$ cat src/sv/lsd_pkg.sv
package lsd_pkg;

  typedef enum logic [1:0] {
    ST_IDLE,
    ST_SEARCH,
    ST_UPDATE
  } state_t;

  localparam logic REQ_PUSH   = 1'b0;
  localparam logic REQ_DELETE = 1'b1;

  localparam logic [1:0] STATUS_OK        = 2'd0;
  localparam logic [1:0] STATUS_EMPTY     = 2'd1;
  localparam logic [1:0] STATUS_NOT_FOUND = 2'd2;
  localparam logic [1:0] STATUS_FULL      = 2'd3;

  typedef struct packed {
    logic compare;
    logic push;
    logic shift;
  } cell_ctrl_t;

endpackage

$ cat src/sv/lsd_ctrl.sv
module lsd_ctrl #(
  parameter int DEPTH      = 128,
  parameter int DATA_WIDTH = 32,
  localparam int CNT_W     = $clog2(DEPTH + 1)
) (
  input  logic                  clk,
  input  logic                  rst,
  input  logic                  in_valid,
  output logic                  in_stall,
  input  logic                  req_type,
  input  logic signed [31:0]    item_value,
  output logic                  out_valid,
  input  logic                  out_stall,
  output logic [1:0]            status,
  output logic [7:0]            entry_count,
  output logic [7:0]            capacity,
  output lsd_pkg::cell_ctrl_t   cell_ctrl,
  input  logic                  found,
  output logic [CNT_W-1:0]      count,
  output logic [CNT_W-1:0]      cap,
  output logic [DATA_WIDTH-1:0] req_value
);

  localparam logic [CNT_W-1:0] DEPTH_C = CNT_W'(DEPTH);
  localparam logic [CNT_W:0]   DEPTH_W = (CNT_W + 1)'(DEPTH);

  lsd_pkg::state_t state, state_next;

  logic                  req_kind;
  logic                  advance;
  logic                  accept;
  logic                  commit;
  logic                  full;
  logic                  push_ok;
  logic                  del_ok;
  logic [CNT_W-1:0]      count_dec;
  logic [CNT_W:0]        cap_dbl;
  logic [CNT_W-1:0]      cap_grow;
  logic [CNT_W-1:0]      count_next;
  logic [CNT_W-1:0]      cap_next;
  logic [1:0]            status_next;
  logic [CNT_W+7:0]      count_ext;
  logic [CNT_W+7:0]      cap_ext;
  logic [DATA_WIDTH+31:0] value_ext;

  assign advance   = !out_valid || !out_stall;
  assign accept    = in_valid && !in_stall;
  assign commit    = (state == lsd_pkg::ST_UPDATE) && advance;
  assign value_ext = {{DATA_WIDTH{1'b0}}, item_value};

  always_comb begin
    state_next = state;
    unique case (state)
      lsd_pkg::ST_IDLE: begin
        if (in_valid) state_next = lsd_pkg::ST_SEARCH;
      end
      lsd_pkg::ST_SEARCH: begin
        state_next = lsd_pkg::ST_UPDATE;
      end
      lsd_pkg::ST_UPDATE: begin
        if (advance) begin
          state_next = in_valid ? lsd_pkg::ST_SEARCH : lsd_pkg::ST_IDLE;
        end
      end
      default: state_next = lsd_pkg::ST_IDLE;
    endcase
  end

  always_comb begin
    in_stall          = 1'b1;
    cell_ctrl.compare = 1'b0;
    cell_ctrl.push    = 1'b0;
    cell_ctrl.shift   = 1'b0;
    unique case (state)
      lsd_pkg::ST_IDLE: begin
        in_stall = 1'b0;
      end
      lsd_pkg::ST_SEARCH: begin
        cell_ctrl.compare = 1'b1;
      end
      lsd_pkg::ST_UPDATE: begin
        in_stall        = !advance;
        cell_ctrl.push  = advance && push_ok;
        cell_ctrl.shift = advance && del_ok;
      end
      default: ;
    endcase
  end

  // Result of the request held in the update state.
  always_comb begin
    full      = count == DEPTH_C;
    push_ok   = (req_kind == lsd_pkg::REQ_PUSH) && !full;
    del_ok    = (req_kind == lsd_pkg::REQ_DELETE) && (count != '0) && found;
    count_dec = count - 1'b1;
    cap_dbl   = {cap, 1'b0};

    if (cap == '0) begin
      cap_grow = CNT_W'(1);
    end else if (count >= cap) begin
      cap_grow = (cap_dbl > DEPTH_W) ? DEPTH_C : cap_dbl[CNT_W-1:0];
    end else begin
      cap_grow = cap;
    end

    count_next  = count;
    cap_next    = cap;
    status_next = lsd_pkg::STATUS_OK;
    if (req_kind == lsd_pkg::REQ_PUSH) begin
      if (full) begin
        status_next = lsd_pkg::STATUS_FULL;
      end else begin
        count_next = count + 1'b1;
        cap_next   = cap_grow;
      end
    end else if (count == '0) begin
      status_next = lsd_pkg::STATUS_EMPTY;
    end else if (!found) begin
      status_next = lsd_pkg::STATUS_NOT_FOUND;
    end else begin
      count_next = count_dec;
      if ({1'b0, cap} == {count_dec, 1'b0}) begin
        cap_next = cap >> 1;
      end
    end
  end

  assign count_ext = {8'd0, count_next};
  assign cap_ext   = {8'd0, cap_next};

  always_ff @(posedge clk) begin
    if (rst) begin
      state     <= lsd_pkg::ST_IDLE;
      count     <= '0;
      cap       <= '0;
      out_valid <= 1'b0;
    end else begin
      state <= state_next;
      if (commit) begin
        count     <= count_next;
        cap       <= cap_next;
        out_valid <= 1'b1;
      end else if (!out_stall) begin
        out_valid <= 1'b0;
      end
    end
  end

  always_ff @(posedge clk) begin
    if (accept) begin
      req_kind  <= req_type;
      req_value <= value_ext[DATA_WIDTH-1:0];
    end
    if (commit) begin
      status      <= status_next;
      entry_count <= count_ext[7:0];
      capacity    <= cap_ext[7:0];
    end
  end

endmodule
$ cat config.mk
export PLATFORM = sky130hd
export DESIGN_NAME = lsd_ctrl
export DESIGN_NICKNAME = d
export VERILOG_FILES = /design/src/sv/lsd_pkg.sv /design/src/sv/lsd_ctrl.sv
export SDC_FILE = /design/constraint.sdc
export NUM_CORES = 1
export LEC_CHECK = 0
export BUFFER_PORTS_ARGS = -buffer_cell sky130_fd_sc_hd__buf_2
export CORE_MARGIN = 1
export CORE_UTILIZATION = 55
export DETAILED_ROUTE_END_ITERATION = 8
export GPL_ROUTABILITY_DRIVEN = 0
export PLACE_DENSITY = 0.85
export SLEW_MARGIN = 20
export SYNTH_ARGS = -nofsm -noshare
export SYNTH_HDL_FRONTEND = slang
export SYNTH_SLANG_ARGS = --single-unit
$ cat constraint.sdc
create_clock -name clk -period 6.6 [get_ports clk]
set_input_delay 1.65 -clock clk [delete_from_list [all_inputs] [get_ports clk]]
set_output_delay 1.65 -clock clk [all_outputs]
set_load 0.05 [all_outputs]
==> impl_metrics.json <==
{
  "clkPwrFrac": 0.357,
  "min_path_type": "reg2reg",
  "crit_arrival_ns": 2.72,
  "rrSetupSlack_ns": 3.61,
  "post-cts-setup-buffer-count": 0,
  "fin_setup_tns_ns": 0,
  "crit_path_end_kind": "primary output",
  "rr_startpoint": "count[0]$_SDFFE_PP0P_",
  "crit_path_end": "cell_ctrl[0]",
  "finalPower_mw": 0.960,
  "wl_per_cell_um": 16.5,
  "ys_seq_area_frac": 0.554,
  "synth_async_sr_flop_share": 0,
  "fin_crit_ns": 4.37,
  "ys_types": 55,
  "finalHoldViolations": 0,
  "yosys_warnings": 0,
  "power_leakage_nw": 1.79,
  "synth-seq-cells": 70,
  "start_kind": "primary input",
  "irDropWorstVdd_v": 0.000157,
  "required_ns": 4.95,
  "p_comb_frac": 0.125,
  "power_density_nw_per_um2": 229,
  "cts_resized": 0,
  "r2r-end": "capacity[6]$_DFFE_PP_",
  "post-synth-top-area-cell": "edfxtp_1",
  "die_w_um": 81.2,
  "whs_ns": 0.527,
  "clk_pin_slew_ns": 0.07,
  "post-synth-top-area-fraction": 0.444,
  "cts_tree": "done",
  "synth.avg_cell_area_sq_um": 11.1,
  "clock.fmax_mhz": 229,
  "synthesis.nets": 359,
  "antenna_cells": 0,
  "row_count": 28,
  "die_h_um": 81.2,
  "clk_latency_ns": 0.34,
  "cts-htree-levels": 3,
  "routed_via_density": 5.77,
  "skew_ns": 0.0101,
  "drc": 0,
  "clock_path_buffers": 2,
  "cts_hold_buf": 0,
  "grt_use_total": 0.248,
  "period_share": 0.662,
  "synth_top_flop_cell": "edfxtp_1",
  "overflow": 0,
  "worst_r2r_path_depth": 8,
  "pre_cts_slack_ns": 2.26,
  "numCtsBuffers": 9,
  "area_delta_synth_final_pct": 21.5,
  "syn-cell-area_sq_um": 3450,
  "cts_sinks": 70,
  "final-max-slew-violation-count": 0,
  "swShare": 0.277,
  "port_buffers": 108,
  "hold_depth": 2,
  "seq_power_share": 0.517,
  "dr.pass1.iters": 4,
  "setup_viol": 0,
  "synth.top_cells.by_area": "edfxtp_1 (44%), dfxtp_1 (11%), nor2_1 (4.0%), ha_1 (4.0%), a21oi_1 (2.5%)",
  "ant_nets": 0,
  "maxCapViolations": 0,
  "nets": 458,
  "grt_pass1_wl_mm": 12.1,
  "outcome": "finished, final reports clean",
  "grt_pass1_vias": 2537,
  "drtIter0Drc": 127,
  "tightest_slew_ns": 1.09,
  "synthCells": 310,
  "crit_type": "in2out",
  "rsz0062_at_grt": "false",
  "worst_slack_ns": 2.23,
  "num_io_pins": 109,
  "clockRootBuffer": "clkbuf_8",
  "cp-startpoint": "found",
  "antenna_found_initial": 0,
  "grt_max_degree": 35,
  "vias": 2821,
  "p_int_mw": 0.693,
  "core_sq_um": 5990,
  "drive_gt1_frac": 0.331,
  "relSlewSlack": 0.270,
  "dpl.hpwl_mm": 5.78,
  "routed_wl_mm": 8.08,
  "p_switching_mw": 0.266,
  "start_util": 0.576,
  "finish.utilization": 0.699,
  "die-area_sq_um": 6590,
  "min_from": "state[1]$_SDFFE_PP0P_",
  "worstPathMaxFanout": 8,
  "synth_edf_count": 51
}
worst min-delay path by stage:
| stage | endpoint |
|---|---|
| floorplan | out_valid$_SDFFE_PP0P_ |
| detailed placement | out_valid$_SDFFE_PP0P_ |
| CTS | out_valid$_SDFFE_PP0P_ |
| finish | out_valid$_SDFFE_PP0P_ |
| global route | out_valid$_SDFFE_PP0P_ |
| global placement | out_valid$_SDFFE_PP0P_ |
flip-flops by register name, indices dropped and copies added, names as in the netlist:
name / cells
status: 2
state: 2
out_valid: 1
req_value: 32
capacity: 8
cap: 8
count: 8
req_kind: 1
entry_count: 8
cell usage after synthesis (all sizes together) (5+ instances only):
library cell / number
edfxtp: 51
nor2: 39
dfxtp: 19
a21oi: 17
nand2: 16
clkbuf: 15
inv: 13
ha: 11
o21ai: 11
nand3: 10
xnor2: 9
and3: 8
buf: 7
a211oi: 6
a21o: 5
nand2b: 5
nor2b: 5
nor3: 5
kinds of logic (layout without fill, tap and decap cells):
logic type,Yosys count,count (layout),share of synthesized area
buf+inv,35,139,0.0442
flops,70,70,0.554
xor+xnor,11,11,0.0279
fa+ha+maj,11,11,0.0399
mux,2,2,0.00617
simple gates,101,101,0.161
compound gates,80,80,0.167
metal layers:
layer,vias to the layer above,part of all wire,track usage,wire length (um)
li1,1355,-,-,-
met1,1302,0.41,0.309,3280
met2,153,0.48,0.409,3910
met3,11,0.098,0.0618,795
met4,0,0.012,0.104,101
met5,-,0,0,0
power groups by stage:
stage                     Clock (mW)  Combinational (mW)  Sequential (mW)
final                          0.343               0.120            0.497
after global placement             0               0.118            0.506
after floorplan                    0              0.0339            0.559
after global routing           0.371               0.127            0.498
after CTS                      0.350               0.121            0.497
after detailed placement           0               0.120            0.507
layout by cell type (no fill, tap or decap), types with 3 or more instances in the layout:
cell         n
a221oi_1     3
xnor2_1      9
a211oi_1     6
nand3_1     10
and3_1       8
ha_1        11
inv_1       13
a211o_1      4
a21o_1       5
nor2b_1      5
dfxtp_1     19
clkbuf_8     9
a31oi_1      3
and2_1       3
a21oi_1     17
o221ai_1     3
nand2_1     16
edfxtp_1    51
a311oi_1     3
a41oi_1      3
a2111oi_0    4
a22o_1       4
buf_2      108
nor2_1      37
nor3_4       3
nand2b_1     5
o21ai_0     10
through the flow:
| step | instances | area, sq um |
|---|---|---|
| global placement | 473 | 4000 |
| floorplan | 310 | 3450 |
| global route | 489 | 4190 |
| detailed placement | 473 | 4000 |
| CTS | 489 | 4190 |
| finish | 489 | 4190 |
critical path, stage by stage:
cell and delay [ns]:
buf_2 0.17, nand2_1 0.09, or2_2 0.39, nor2_1 0.13
buf_2 0.28
cell type report:
class,instances,area [sq um]
clock buffer,9,124
clock inverter,7,71.3
fill,456,1800
inverter,13,48.8
multi-input combinational,205,1390
sequential,70,1910
tap,75,93.8
timing repair buffer,110,556
Power figures use the tool's default switching activity.
