`src/sv/lsd_pkg.sv`:
```
package lsd_pkg;

  typedef enum logic [1:0] {
    ST_IDLE,
    ST_SEARCH,
    ST_UPDATE
  } state_t;

  localparam logic REQ_PUSH   = 1'b0;
  localparam logic REQ_DELETE = 1'b1;

  localparam logic [1:0] STATUS_OK        = 2'd0;
  localparam logic [1:0] STATUS_EMPTY     = 2'd1;
  localparam logic [1:0] STATUS_NOT_FOUND = 2'd2;
  localparam logic [1:0] STATUS_FULL      = 2'd3;

  typedef struct packed {
    logic compare;
    logic push;
    logic shift;
  } cell_ctrl_t;

endpackage

```
`src/sv/lsd_cell.sv`:
```
module lsd_cell #(
  parameter int DATA_WIDTH = 32,
  parameter int CNT_W      = 8,
  parameter int INDEX      = 0
) (
  input  logic                  clk,
  input  lsd_pkg::cell_ctrl_t   ctrl,
  input  logic [CNT_W-1:0]      count,
  input  logic [DATA_WIDTH-1:0] value,
  input  logic [DATA_WIDTH-1:0] upper_entry,
  input  logic                  above_in,
  output logic [DATA_WIDTH-1:0] entry,
  output logic                  above_out
);

  localparam logic [CNT_W-1:0] MY_INDEX = CNT_W'(INDEX);

  logic match;
  logic occupied;

  assign occupied  = MY_INDEX < count;
  assign above_out = above_in | match;

  always_ff @(posedge clk) begin
    if (ctrl.compare) begin
      match <= occupied && (entry == value);
    end
  end

  // A cell at or above the removed entry takes its upper neighbor's value.
  always_ff @(posedge clk) begin
    if (ctrl.push && (MY_INDEX == count)) begin
      entry <= value;
    end else if (ctrl.shift && !above_in) begin
      entry <= upper_entry;
    end
  end

endmodule

```
`config.mk`:
```
export PLATFORM = sky130hd
export DESIGN_NAME = lsd_cell
export DESIGN_NICKNAME = d
export VERILOG_FILES = /design/src/sv/lsd_pkg.sv /design/src/sv/lsd_cell.sv
export SDC_FILE = /design/constraint.sdc
export NUM_CORES = 1
export LEC_CHECK = 0
export ABC_CLOCK_PERIOD_IN_PS = 2900
export BUFFER_PORTS_ARGS = -buffer_cell sky130_fd_sc_hd__buf_4
export CAP_MARGIN = 20
export CELL_PAD_IN_SITES_DETAIL_PLACEMENT = 0
export CELL_PAD_IN_SITES_GLOBAL_PLACEMENT = 1
export CORE_MARGIN = 2
export CORE_UTILIZATION = 30
export CTS_BUF_LIST = sky130_fd_sc_hd__clkbuf_4 sky130_fd_sc_hd__clkbuf_8 sky130_fd_sc_hd__clkbuf_16
export CTS_CLUSTER_SIZE = 25
export DETAILED_ROUTE_END_ITERATION = 8
export PLACE_DENSITY_LB_ADDON = 0.1
export SYNTH_ARGS = -nofsm -noshare
export SYNTH_HDL_FRONTEND = slang
export SYNTH_SLANG_ARGS = --single-unit
```
`constraint.sdc`:
```
create_clock -name clk -period 2.9 [get_ports clk]
set_input_delay 0.58 -clock clk [delete_from_list [all_inputs] [get_ports clk]]
set_output_delay 0.58 -clock clk [all_outputs]
set_load 0.05 [all_outputs]
```
==> flow_metrics.py, run 1 <==
metrics = {
    "global_route": {
        "antenna_found_initial": 0,
        "grt_overflow": 0,
        "grt_pass1_vias": 1617,
        "grtUsageTotal_pct": 14.1,
        "grt_max_degree": 27,
        "grt_pass1_wl_mm": 7.80,
    },
    "synthesis": {
        "yosysTopAreaCellShare_pct": 52.2,
        "ys_seq_area_share_pct": 52.2,
        "synth_area_leaders": "edfxtp_1 52%, mux2_4 23%, xor2_1 13%",
        "yosys_warnings": 0,
        "synth_largest_area_cell": "edfxtp_1",
        "avgSynthCellArea_sq_um": 16.1,
        "syn_nets": 195,
        "synth-seq-cells": 33,
        "netlist_area_sq_mm": 0.00190,
        "syn_inst": 118,
        "synth_cell_types": 16,
    },
    "die": {
        "die-height_microns": 83.5,
        "row_count": 28,
        "start_util_pct": 31.5,
        "fp.coreArea_sq_mm": 0.00603,
        "dieWidth_microns": 83.5,
        "ioPinCount": 110,
        "dieArea_sq_mm": 0.00698,
    },
    "cts": {
        "holdBufCountCts": 0,
        "cts_tree": "done",
        "numCtsBuffers": 5,
        "clock_tree.root_cell": "clkbuf_8",
        "htreeDepth": 2,
        "cts_resized": 0,
        "cts_sinks": 33,
        "clkLatencyLatePin_ps": 280,
        "cts.clk_slew.worst_paths_ps": 70,
        "cts_buffer_depth": 2,
        "post_cts_buffers": 0,
    },
    "timing": {
        "tns_ps": 0,
        "layout_setup_ws_ps": 788,
        "tightest_slew_ps": 449,
        "finalSetupViolCount": 0,
        "min_period_over_period_pct": 72.8,
        "min_period_ps": 2110,
        "slew_headroom_pct": 69.8,
        "finalHoldViolCount": 0,
        "slew_viol_final": 0,
        "rsz0062_at_grt": "false",
        "max_freq_mhz": 474,
        "skew_ps": 5.10,
    },
    "critical_path": {
        "r2r_slack_ps": 1310,
        "setup.worst_path.start": "count[5]",
        "rr_startpoint": "entry[30]",
        "cp.arrival_ps": 2140,
        "crit_type": "input pin to register",
        "worst-path-buf-inv": 2,
        "crit_cells": 6,
        "slowest_delay_ps": 570,
        "cp_max_fo": 12,
        "cpLargestDelayFamily": "simple AND/OR/NAND/NOR gates",
        "start_kind": "input pin",
        "cpMostUsedCell": "buf_4",
        "rr_worst_depth": 4,
        "cp-endpoint": "entry[8]",
        "end_kind": "register",
        "cp_slowest_cell": "or4_1",
        "required_ps": 2930,
        "r2r_end": "match",
        "cp_cell_sequence": "buf_4, or4_1, nor2_4, nand2_4, buf_4, mux2_4",
    },
    "placement": {
        "place_ws_ps": 485,
        "io_buffers": 109,
        "hpwlAfterDp_mm": 3.93,
        "gp_congestion": 0.834,
    },
    "power_and_ir_drop": {
        "p_leak_nw": 1.35,
        "ir_drop_mv": 0.169,
        "power_density_mw_per_mm2": 432,
    },
    "route": {
        "first_iter_violations": 29,
        "num_vias": 1397,
        "vias_per_cell": 4.51,
        "drc_errors": 0,
        "drt.antenna.violating_nets": 0,
        "avgRoutedWirePerCell_microns": 16.0,
        "wl_mm": 4.95,
        "first_pass_iters": 4,
    },
    "min_path": {
        "hp-class": "input pin to register",
        "min_from": "ctrl[2]",
        "hold_path_depth": 1,
    },
    "cells_and_area": {
        "fin_nets": 311,
        "layout-area-overhead-vs-synth_pct": 53.7,
        "drive_gt1_share_pct": 64.7,
        "num_antenna_cells": 0,
    },
    "run_status": {
        "outcome": "completed",
    },
    "run": {
        "maxCapViolations": 0,
    },
}
==> layer usage <==
layer	global-route usage (%)	part of all wire [%]	vias to the layer above
li1	-	-	673
met1	16.3	41	650
met2	24.0	49	68
met3	5.84	9.0	6
met4	4.11	1.2	0
met5	0	0	-
==> worst min path at each step <==
stage,to
detailed placement,match
global placement,match
CTS,match
finish,match
global route,match
floorplan,match
==> Yosys cell counts <==
cell,instances
nor4_1,8
or4_4,1
nor2_4,1
xnor2_1,4
mux2_1,3
o21ai_1,1
buf_6,3
or4_1,1
nand3_1,1
inv_1,1
xor2_1,28
edfxtp_1,33
nand2_4,1
or2_2,1
nand4_1,2
mux2_4,29
==> area by class of cell <==
cell class                      count  area, sq um
Sequential cell                    33          991
Inverter                            1         3.75
Tap cell                           75         93.8
Multi-Input combinational cell     81          881
Timing Repair Buffer              112          866
Clock inverter                      3         12.5
Fill cell                         564         3110
Clock buffer                        5         68.8
==> flip-flops by register name (all words and copies together) (netlist names) <==
register,flops
entry,32
match,1
==> placed cells by master, fill, tap and decap left out <==
cell type / count
nand3_1: 1
clkinv_2: 1
nor2_4: 1
or2_2: 1
clkinv_1: 2
nand4_1: 2
nand2_4: 1
xor2_1: 28
or4_1: 1
edfxtp_1: 33
o21ai_4: 1
xnor2_1: 4
inv_1: 1
clkbuf_8: 5
or4_4: 1
buf_4: 110
mux2_4: 29
mux2_1: 3
nor4_1: 8
buf_12: 2
==> report_power, final <==
group	switching, W	internal [W]	leakage, nW	total [W]
Clock	0.000168	0.000161	0.0430	0.000330
Sequential	0.0000222	0.000563	0.311	0.000585
Combinational	0.000184	0.000160	0.998	0.000344
Total	0.000375	0.000884	1.35	0.00126
==> through the flow <==
step	instance area (sq um)	hold WS, ps	power, W	util (%)	instances
2_1_floorplan	1900	692	0.000780	-	118
3_3_place_gp	2840	734	0.000937	47.1	302
3_5_place_dp	2840	731	0.000942	47.1	302
4_1_cts	2920	482	0.00128	48.4	310
5_1_grt	2920	473	0.00132	48.4	310
6_report	2920	487	0.00126	48.4	310
==> cells by family after synthesis <==
group           synth area share [%]
compound gates                 0.263
xor+xnor                        14.8
buf+inv                         1.98
flops                           52.2
mux                             24.7
simple gates                    6.06
Note: power is estimated with default switching activity, not from simulation.
==> run 2: changes to the inputs <==
Settings changed: ABC_CLOCK_PERIOD_IN_PS 2900 to 1750.
Clock period 2.9 ns to 1.75 ns, I/O delays scaled along.
==> run 2 against run 1 <==
- die area did not move
- sequential cell count unchanged
- non-clock buffer count increased by 4
- global-route usage is 0.57 points lower
- first-iteration DRC count decreased by 24%
- via count shrank 1.0%
- cell area up 2.4%
- clock power up 65%
- largest power group unchanged
==> flow_metrics.py, run 2 (synthesized netlist as in run 1, its figures left out) <==
metrics = {
    "die": {
        "dieArea_sq_mm": 0.00698,
        "ioPinCount": 110,
        "die-height_microns": 83.5,
        "row_count": 28,
        "fp.coreArea_sq_mm": 0.00603,
        "dieWidth_microns": 83.5,
        "start_util_pct": 31.5,
    },
    "cts": {
        "holdBufCountCts": 0,
        "cts_tree": "done",
        "clkLatencyLatePin_ps": 280,
        "cts_resized": 0,
        "numCtsBuffers": 5,
        "htreeDepth": 2,
        "cts_buffer_depth": 2,
        "cts_sinks": 33,
        "post_cts_buffers": 0,
        "cts.clk_slew.worst_paths_ps": 70,
        "clock_tree.root_cell": "clkbuf_8",
    },
    "timing": {
        "min_period_ps": 1700,
        "tns_ps": 0,
        "tightest_slew_ps": 328,
        "max_freq_mhz": 589,
        "finalHoldViolCount": 0,
        "layout_setup_ws_ps": 53.0,
        "rsz0062_at_grt": "false",
        "slew_viol_final": 0,
        "min_period_over_period_pct": 97.0,
        "skew_ps": 4.58,
        "holdWs_ps": 268,
        "finalSetupViolCount": 0,
        "slew_headroom_pct": 77.9,
    },
    "route": {
        "vias_per_cell": 4.42,
        "avgRoutedWirePerCell_microns": 14.9,
        "wl_mm": 4.66,
        "drc_errors": 0,
        "first_pass_iters": 2,
        "first_iter_violations": 22,
        "num_vias": 1383,
        "drt.antenna.violating_nets": 0,
    },
    "critical_path": {
        "rr_worst_depth": 4,
        "crit_type": "input pin to register",
        "cp.arrival_ps": 1730,
        "required_ps": 1780,
        "start_kind": "input pin",
        "end_kind": "register",
        "cp_max_fo": 16,
    },
    "run_status": {
        "outcome": "completed",
    },
    "min_path": {
        "hold_path_depth": 1,
        "hp-class": "input pin to register",
    },
    "global_route": {
        "grt_pass1_wl_mm": 7.51,
        "grtUsageTotal_pct": 13.5,
        "grt_max_degree": 17,
        "grt_overflow": 0,
        "antenna_found_initial": 0,
        "grt_pass1_vias": 1518,
    },
    "power_and_ir_drop": {
        "power_density_mw_per_mm2": 700,
        "p_leak_nw": 1.39,
        "ir_drop_mv": 0.311,
    },
    "cells_and_area": {
        "drive_gt1_share_pct": 66.0,
        "largest_register": "entry",
        "reg_top3": "entry x32, match x1",
        "largest_reg_flops": 32,
        "num_antenna_cells": 0,
        "layout-area-overhead-vs-synth_pct": 57.3,
        "fin_nets": 315,
        "final_common_cell": "buf_4",
        "layout_common_cells": "111 x buf_4, 33 x edfxtp_1, 29 x mux2_4",
    },
    "placement": {
        "gp_congestion": 0.868,
        "place_ws_ps": -261,
        "io_buffers": 109,
        "hpwlAfterDp_mm": 3.82,
    },
    "run": {
        "maxCapViolations": 0,
    },
}
[run 2: cell count changes in the layout (fill, tap and decap cells not counted), sizes merged]
cell,change
clkbuf,+1
clkinv,-2
buf,+4
[run 2: through the flow]
stage               cell area (sq um)  total power, W  util [%]  instances
floorplan                        1920         0.00129         -        118
global placement                 2910         0.00156      48.2        306
detailed placement               2910         0.00157      48.2        306
CTS                              2990         0.00213      49.6        313
global route                     2990         0.00220      49.6        313
finish                           2990         0.00209      49.6        313
[run 2: worst max-delay path, cell delays in order]
cell     delay (ps)
buf_4           110
or4_4           530
nor2_4          150
nand2_4         100
buf_12          170
mux2_1          310
[run 2: metal layers]
metal | share of wire, % | global-route usage [%] | wire (microns)
met1 | 38 | 15.2 | 1780
met2 | 54 | 24.6 | 2520
met3 | 6.6 | 4.25 | 305
met4 | 1.1 | 3.96 | 52
met5 | 0 | 0 | 0
[run 2: final cells by class]
class / count / area (sq um)
Multi-Input combinational cell: 81 / 885
Tap cell: 75 / 93.8
Timing Repair Buffer: 116 / 933
Clock inverter: 1 / 3.75
Inverter: 1 / 3.75
Clock buffer: 6 / 76.3
Fill cell: 564 / 3040
Sequential cell: 33 / 991
[run 2: worst paths after layout]
| kind | start | endpoint | slack [ps] |
|---|---|---|---|
| hold / removal | ctrl[2] | match | 270 |
| setup / recovery | count[5] | entry[31] | 50 |
| hold reg to reg | entry[19] | match | 730 |
| setup reg to reg | entry[30] | match | 270 |
[run 2: where the power goes]
part | internal, W | total [W] | switching [W] | leakage (nW)
clock network | 0.000283 | 0.000545 | 0.000262 | 0.0421
registers | 0.000932 | 0.000969 | 0.0000366 | 0.311
logic | 0.000274 | 0.000577 | 0.000303 | 1.03
==> run 3: changes to the inputs <==
Settings changed: CORE_UTILIZATION 30 to 31, CTS_BUF_LIST sky130_fd_sc_hd__clkbuf_4 sky130_fd_sc_hd__clkbuf_8 sky130_fd_sc_hd__clkbuf_16 to sky130_fd_sc_hd__clkbuf_8.
==> run 3 against run 2 <==
- register-to-register slack got worse by 90 ps
- sequential power barely moved
- worst hold slack got worse by 5.9 ps
==> flow_metrics.py, run 3 (synthesized netlist as in run 1, its figures left out) <==
metrics = {
    "cts": {
        "cts_buffer_depth": 2,
        "cts_tree": "done",
        "holdBufCountCts": 0,
        "post_cts_buffers": 0,
        "numCtsBuffers": 5,
        "cts_sinks": 33,
        "htreeDepth": 2,
        "clock_tree.root_cell": "clkbuf_8",
        "cts.clk_slew.worst_paths_ps": 70,
        "cts_resized": 0,
        "clkLatencyLatePin_ps": 280,
    },
    "critical_path": {
        "start_kind": "input pin",
        "cp_max_fo": 12,
        "cp.arrival_ps": 1690,
        "slowest_delay_ps": 530,
        "required_ps": 1740,
        "cp_cell_sequence": "buf_4, or4_4, nor2_4, nand2_4, buf_12, o21ai_4, buf_12",
        "crit_type": "input pin to register",
        "cp_slowest_cell": "or4_4",
        "cpMostUsedCell": "buf_12",
        "end_kind": "register",
        "r2r_slack_ps": 180,
    },
    "die": {
        "ioPinCount": 110,
        "fp.coreArea_sq_mm": 0.00592,
        "start_util_pct": 32.1,
        "dieWidth_microns": 82.3,
        "die-height_microns": 82.3,
        "dieArea_sq_mm": 0.00677,
        "row_count": 28,
    },
    "timing": {
        "min_period_over_period_pct": 96.8,
        "max_freq_mhz": 590,
        "skew_ps": 4.47,
        "holdWs_ps": 262,
        "tightest_slew_ps": 423,
        "slew_headroom_pct": 71.6,
        "rsz0062_at_grt": "false",
        "finalSetupViolCount": 0,
        "slew_viol_final": 0,
        "min_period_ps": 1690,
        "tns_ps": 0,
        "finalHoldViolCount": 0,
    },
    "power_and_ir_drop": {
        "power_density_mw_per_mm2": 692,
        "p_leak_nw": 1.39,
        "power_w": 0.00207,
        "ir_drop_mv": 0.429,
    },
    "route": {
        "num_vias": 1411,
        "drt.antenna.violating_nets": 0,
        "first_iter_violations": 42,
        "first_pass_iters": 3,
        "wl_mm": 4.61,
        "vias_per_cell": 4.51,
        "avgRoutedWirePerCell_microns": 14.7,
        "drc_errors": 0,
    },
    "placement": {
        "io_buffers": 109,
        "gp_congestion": 0.696,
        "hpwlAfterDp_mm": 3.72,
    },
    "global_route": {
        "grt_overflow": 0,
        "grt_max_degree": 15,
        "antenna_found_initial": 0,
        "grt_pass1_vias": 1423,
        "grt_pass1_wl_mm": 6.69,
        "grtUsageTotal_pct": 13.7,
    },
    "min_path": {
        "hp-class": "input pin to register",
    },
    "run": {
        "maxCapViolations": 0,
    },
    "cells_and_area": {
        "largest_register": "entry",
        "layout_common_cells": "110 x buf_4, 33 x edfxtp_1, 29 x mux2_4",
        "num_antenna_cells": 0,
        "final_common_cell": "buf_4",
        "largest_reg_flops": 32,
        "layout-area-overhead-vs-synth_pct": 57.8,
        "fin_nets": 315,
        "drive_gt1_share_pct": 65.5,
        "reg_top3": "entry x32, match x1",
    },
    "run_status": {
        "outcome": "completed",
    },
}
run 3: final timing paths:
path,from,endpoint,cells after the start
worst min-delay path,ctrl[2],match,1
worst max register to register,entry[21],match,4
worst max-delay path,count[5],entry[25],7
worst min register to register,entry[1],match,3
run 3: where the power goes:
group | total [W] | leakage (nW) | switching, W | internal (W)
clock network | 0.000525 | 0.0428 | 0.000263 | 0.000262
logic | 0.000580 | 1.04 | 0.000305 | 0.000275
registers | 0.000968 | 0.311 | 0.0000358 | 0.000932
total | 0.00207 | 1.39 | 0.000604 | 0.00147
run 3: critical path, delay by kind of cell:
| family | cells | cell delay [ps] |
|---|---|---|
| and+or+nand+nor | 3 | 780 |
| AOI/OAI and AO/OA | 1 | 110 |
| buffers and inverters | 3 | 450 |
run 3: per-stage QoR:
step / instance area, sq um / cells / util, % / worst slack, ps
floorplan: 1920 / 118 / - / -172
global placement: 2920 / 306 / 49.3 / -225
detailed placement: 2920 / 306 / 49.3 / -254
CTS: 3000 / 313 / 50.6 / 49.2
global route: 3000 / 313 / 50.6 / 14.6
finish: 3000 / 313 / 50.6 / 56.5
run 3: per-layer routing:
layer,up-vias,share of wire (%),track usage (%)
li1,682,-,-
met1,662,40,16.7
met2,65,50,22.1
met3,2,9.2,5.11
met4,0,0.46,4.67
met5,-,0,0
run 3: final cells by class:
| cell class | count | area, sq um |
|---|---|---|
| inverter | 1 | 3.75 |
| multi-input combinational | 81 | 885 |
| clock buffer | 5 | 68.8 |
| timing repair buffer | 116 | 946 |
| tap | 75 | 93.8 |
| clock inverter | 2 | 7.51 |
| sequential | 33 | 991 |
| fill | 524 | 2930 |
